**src/sv/smn_ram.sv**
```systemverilog
module smn_ram #(
  parameter int unsigned Width = 8,
  parameter int unsigned Depth = 16
) (
  input  logic                     clk_i,
  input  logic                     we_i,
  input  logic [$clog2(Depth)-1:0] waddr_i,
  input  logic [Width-1:0]         wdata_i,
  input  logic [$clog2(Depth)-1:0] raddr_i,
  output logic [Width-1:0]         rdata_o
);
  logic [Width-1:0] mem_q [Depth];

  always_ff @(posedge clk_i) begin
    if (we_i) begin
      mem_q[waddr_i] <= wdata_i;
    end
    rdata_o <= mem_q[raddr_i];
  end
endmodule

```
**config.mk**
```make
export PLATFORM = sky130hd
export DESIGN_NAME = smn_ram
export DESIGN_NICKNAME = d
export VERILOG_FILES = /design/src/sv/smn_ram.sv
export SDC_FILE = /design/constraint.sdc
export NUM_CORES = 1
export LEC_CHECK = 0
export ABC_AREA = 1
export BUFFER_PORTS_ARGS = -buffer_cell sky130_fd_sc_hd__buf_2
export CAP_MARGIN = 10
export CORE_ASPECT_RATIO = 1.2
export CORE_MARGIN = 2
export CORE_UTILIZATION = 60
export DETAILED_ROUTE_END_ITERATION = 6
export PLACE_DENSITY = 0.75
export SYNTH_ARGS = -nofsm -noshare
export SYNTH_HDL_FRONTEND = slang
export SYNTH_SLANG_ARGS = --single-unit
```
**constraint.sdc**
```tcl
create_clock -name clk_i -period 2.1 [get_ports clk_i]
set_clock_uncertainty 0.15 [all_clocks]
set_input_delay 0.42 -clock clk_i [delete_from_list [all_inputs] [get_ports clk_i]]
set_output_delay 0.42 -clock clk_i [all_outputs]
set_load 0.005 [all_outputs]
```
# After elaboration in Yosys (flattened, before gate mapping)
# Memory sizes are Yosys's and may differ from the RTL's. A register that Yosys moved wholly into a read port is not among the register bits.
# Cells that the tools add are included.
dict set report classes {
  eq_ne 0
  shifts 0
  add_sub_neg 0
  order_cmp 0
  div 0
  mux 2
  n_bitwise 0
  n_reduce_logical 0
  multipliers 0
}
# op count
set op_table {}
lappend op_table {{$mux W1} 2}
dict set report totals {
  mem_bits_rw 128
  reg_bits 0
  latchBits 0
  word_cells 3
  out_inout_bits 8
  n_memories 1
  rom_bits 0
}
# name words word_bits read_ports rd_ports_with_merged_regs write_ports line_no
set memory_table {}
lappend memory_table {mem_q 16 8 1 1 1 12} ;# logic [Width-1:0] mem_q [Depth];

# Depth between registers and ports, before layout
dict set report depth {
  ltp_word 2
  ltp_mapped 8
  ltp_nobuf 7
}

# Worst setup path before layout
# Ideal clock, no wire load.
dict set report synth_timing {
  path_kind {input -> register}
  start {in waddr_i[2]}
  end {mem mem_q[10][0], enable pin}
  t_arrival_ps 1001
  n_path_buf 0
  setup_slack_ps 579
  setup_time_ps 370
  required_time_ps 1580
  stages 2
  path_cell_list {nand3b_1 nor2_1}
}
# item line_no
set synth_rtl {}
lappend synth_rtl {{start, declared} 7} ;# input logic [$clog2(Depth)-1:0] waddr_i,
lappend synth_rtl {{end, declared} 12}
# No word-level cell before the write port.

# Worst setup path after layout
dict set report layout_timing {
  start {reg rdata_o[5], read port of mem_q}
  end {out rdata_o[5]}
}
# item line_no
set layout_rtl {}
lappend layout_rtl {{start, declared} 10} ;# output logic [Width-1:0] rdata_o
# No word-level cell between the ends.

==> summary.md <==
| Metric | Value |
|---|---|
| CTS max path bufs | `2` |
| Buf/Inv on CP | `1` |
| WL final | `12300 µm` |
| First-pass GRT wire length | `19400 µm` |
| P_int | `4.88 mW` |
| Maximum number of pins on one net before global-route repair | `65` |
| Final Max Tran Viols | `0` |
| CP endpoint kind | `output port` |
| Root Buffer | `clkbuf_16` |
| Maximum vdd drop | `0.549 mV` |
| Initial antenna violation count | `0` |
| Syn Nets | `569` |
| Post-DP Area | `6070 µm²` |
| Lkg Pwr | `2.91 nW` |
| Final HPWL DP | `7220 µm` |
| CP Class | `register to output port` |
| Total power per unit cell area | `936 nW/µm²` |
| Hold depth | `3` |
| Tot Pwr | `6.21 mW` |
| Final setup fails | `0` |
| P&R area growth vs syn | `15.1%` |
| Worst path required time | `1.53 ns` |
| Worst-path fanout max | `1` |
| Avg WL per Cell | `16.9 µm` |
| Die W | `93.5 µm` |
| First DRT Iteration DRCs | `435` |
| # diodes | `0` |
| Fin nets | `610` |
| Sequential area share after synthesis | `0.694` |
| Maxcap violations | `0` |
| Placed Instances | `696` |
| Vias | `3841` |
| Post-CTS Setup Bufs | `0` |
| Final Wtd Congestion | `0.874` |
| Yosys cell types | `12` |
| Mapped Area | `5770 µm²` |
| Worst hold slack | `0.201 ns` |
| CTS buffer count | `17` |
| CP Cell Sequence | `buf_2` |
| Max stage delay on crit path | `0.37 ns` |
| Worst hold path class | `input pin to register` |
| Clk_lat worst skew | `0.41 ns` |
| Grt total ovfl | `0` |
| Yosys reg bits | `136` |
| Seq pwr share | `0.492` |
| Die ar. | `10400 µm²` |
| Vias/cell | `5.28` |
| Yosys warns | `0` |
| Largest delay share family, worst path | `flip-flops` |
| Outcome | `finished, final reports clean` |
| Max Freq | `674 MHz` |
| Total Routing Usage GR | `0.260` |
| Drt first pass iters | `6` |
| # resized after CTS | `0` |
| Reg2reg path depth | `6` |
| Switching share of power | `0.215` |
| Syn Inst Count | `551` |
| Die Y | `111 µm` |
| Least-Margin Pin Slew | `0.612 ns` |
| Clock slew at reported path FFs | `0.06 ns` |
| Total negative slack | `0 ns` |
| Final Hold Viols | `0` |
| Gate power share | `0.059` |
| Final instance area | `6640 µm²` |
| CP arrival | `0.91 ns` |
| DRT antenna net count | `0` |
| Remaining DRCs | `0` |
| Max-slew headroom | `0.592` |
| Stages on the worst setup path | `1` |
| TritonCTS clock tree | `built` |
| Clock power frac | `0.449` |
| RSZ-0062 raised after global routing | `false` |
| I/O Buffers | `25` |
| P_sw | `1.33 mW` |
| Final Non-Filler Cells | `728` |
| Layout cells sized above 1 | `0.127` |
| Syn avg cell area | `10.5 µm²` |
| CP max-delay cell | `dfxtp_1` |
| Cts hold-fix bufs | `0` |
| Vias in the first global route | `3722` |
| Rows | `39` |
| H-tree Lvls | `4` |
| Period utilization | `0.707` |
| IO Count | `26` |
| Placeable Area | `9420 µm²` |
| Clock sink count | `136` |
| Tmin final | `1.48 ns` |
| Initial Util | `0.612` |
| Startpoint Class | `register` |
-- layout make-up --
cell class | instances | area (µm²)
sequential | 136 | 4000
fill | 660 | 2780
multi-input combinational | 289 | 1210
clock buffer | 18 | 429
inverter | 102 | 383
timing repair buffer | 46 | 320
tap | 123 | 154
clock inverter | 14 | 133
-- placed cells by master (no fill, tap or decap), drive strengths merged, types with 3 or more instances in the layout --
cell      instances
nor2             17
edfxtp          128
clkinvlp          3
buf              46
dfxtp             8
clkinv            8
clkbuf           18
inv             103
nand2           173
nand3            97
-- worst paths after layout --
kind                                    from          to  slack, ns
worst max-delay path              rdata_o[5]  rdata_o[5]       0.62
worst min-delay path              raddr_i[3]  rdata_o[3]       0.20
worst max register to register   mem_q[4][2]  rdata_o[2]       0.89
worst min register to register  mem_q[10][3]  rdata_o[3]       0.52
-- cells in the mapped netlist (all sizes together) --
cell,count,share of area
buf,24,0.029
nor2,17,0.011
nand3b,2,0.0026
edfxtp,128,0.67
nand2,173,0.11
dfxtp,8,0.028
inv,102,0.066
nand3,97,0.084
-- layer usage --
metal / global-route usage / vias up / share of wire
met1: 0.336 / 1777 / 0.39
li1: - / 1859 / -
met2: 0.417 / 177 / 0.51
met5: 0 / - / 0
met4: 0.125 / 0 / 0.036
met3: 0.0616 / 28 / 0.067
-- per-stage QoR --
stage           util  worst slack, ns
6_report       0.705            0.615
5_1_grt        0.705            0.604
4_1_cts        0.705            0.619
3_5_place_dp   0.645            0.385
3_3_place_gp   0.645            0.394
2_1_floorplan      -            0.579
-- sequential cells by signal (all words and copies together) (netlist names) --
| register | cells |
|---|---|
| rdata_o | 8 |
| mem_q | 128 |
-- logic make-up after synthesis --
logic type | after synthesis | share of synthesized area
flip-flops | 136 | 0.694
AND/OR/NAND/NOR | 289 | 0.210
buffers and inverters | 126 | 0.0952
-- power by group through the flow --
stage | sequential [mW] | clock, mW | combinational (mW)
after CTS | 3.06 | 2.81 | 0.370
after global routing | 3.06 | 2.95 | 0.409
after global placement | 3.11 | 0 | 0.358
after floorplan | 3.11 | 0 | 0.214
final | 3.06 | 2.79 | 0.368
after detailed placement | 3.11 | 0 | 0.364
Power figures use the tool's default switching activity.
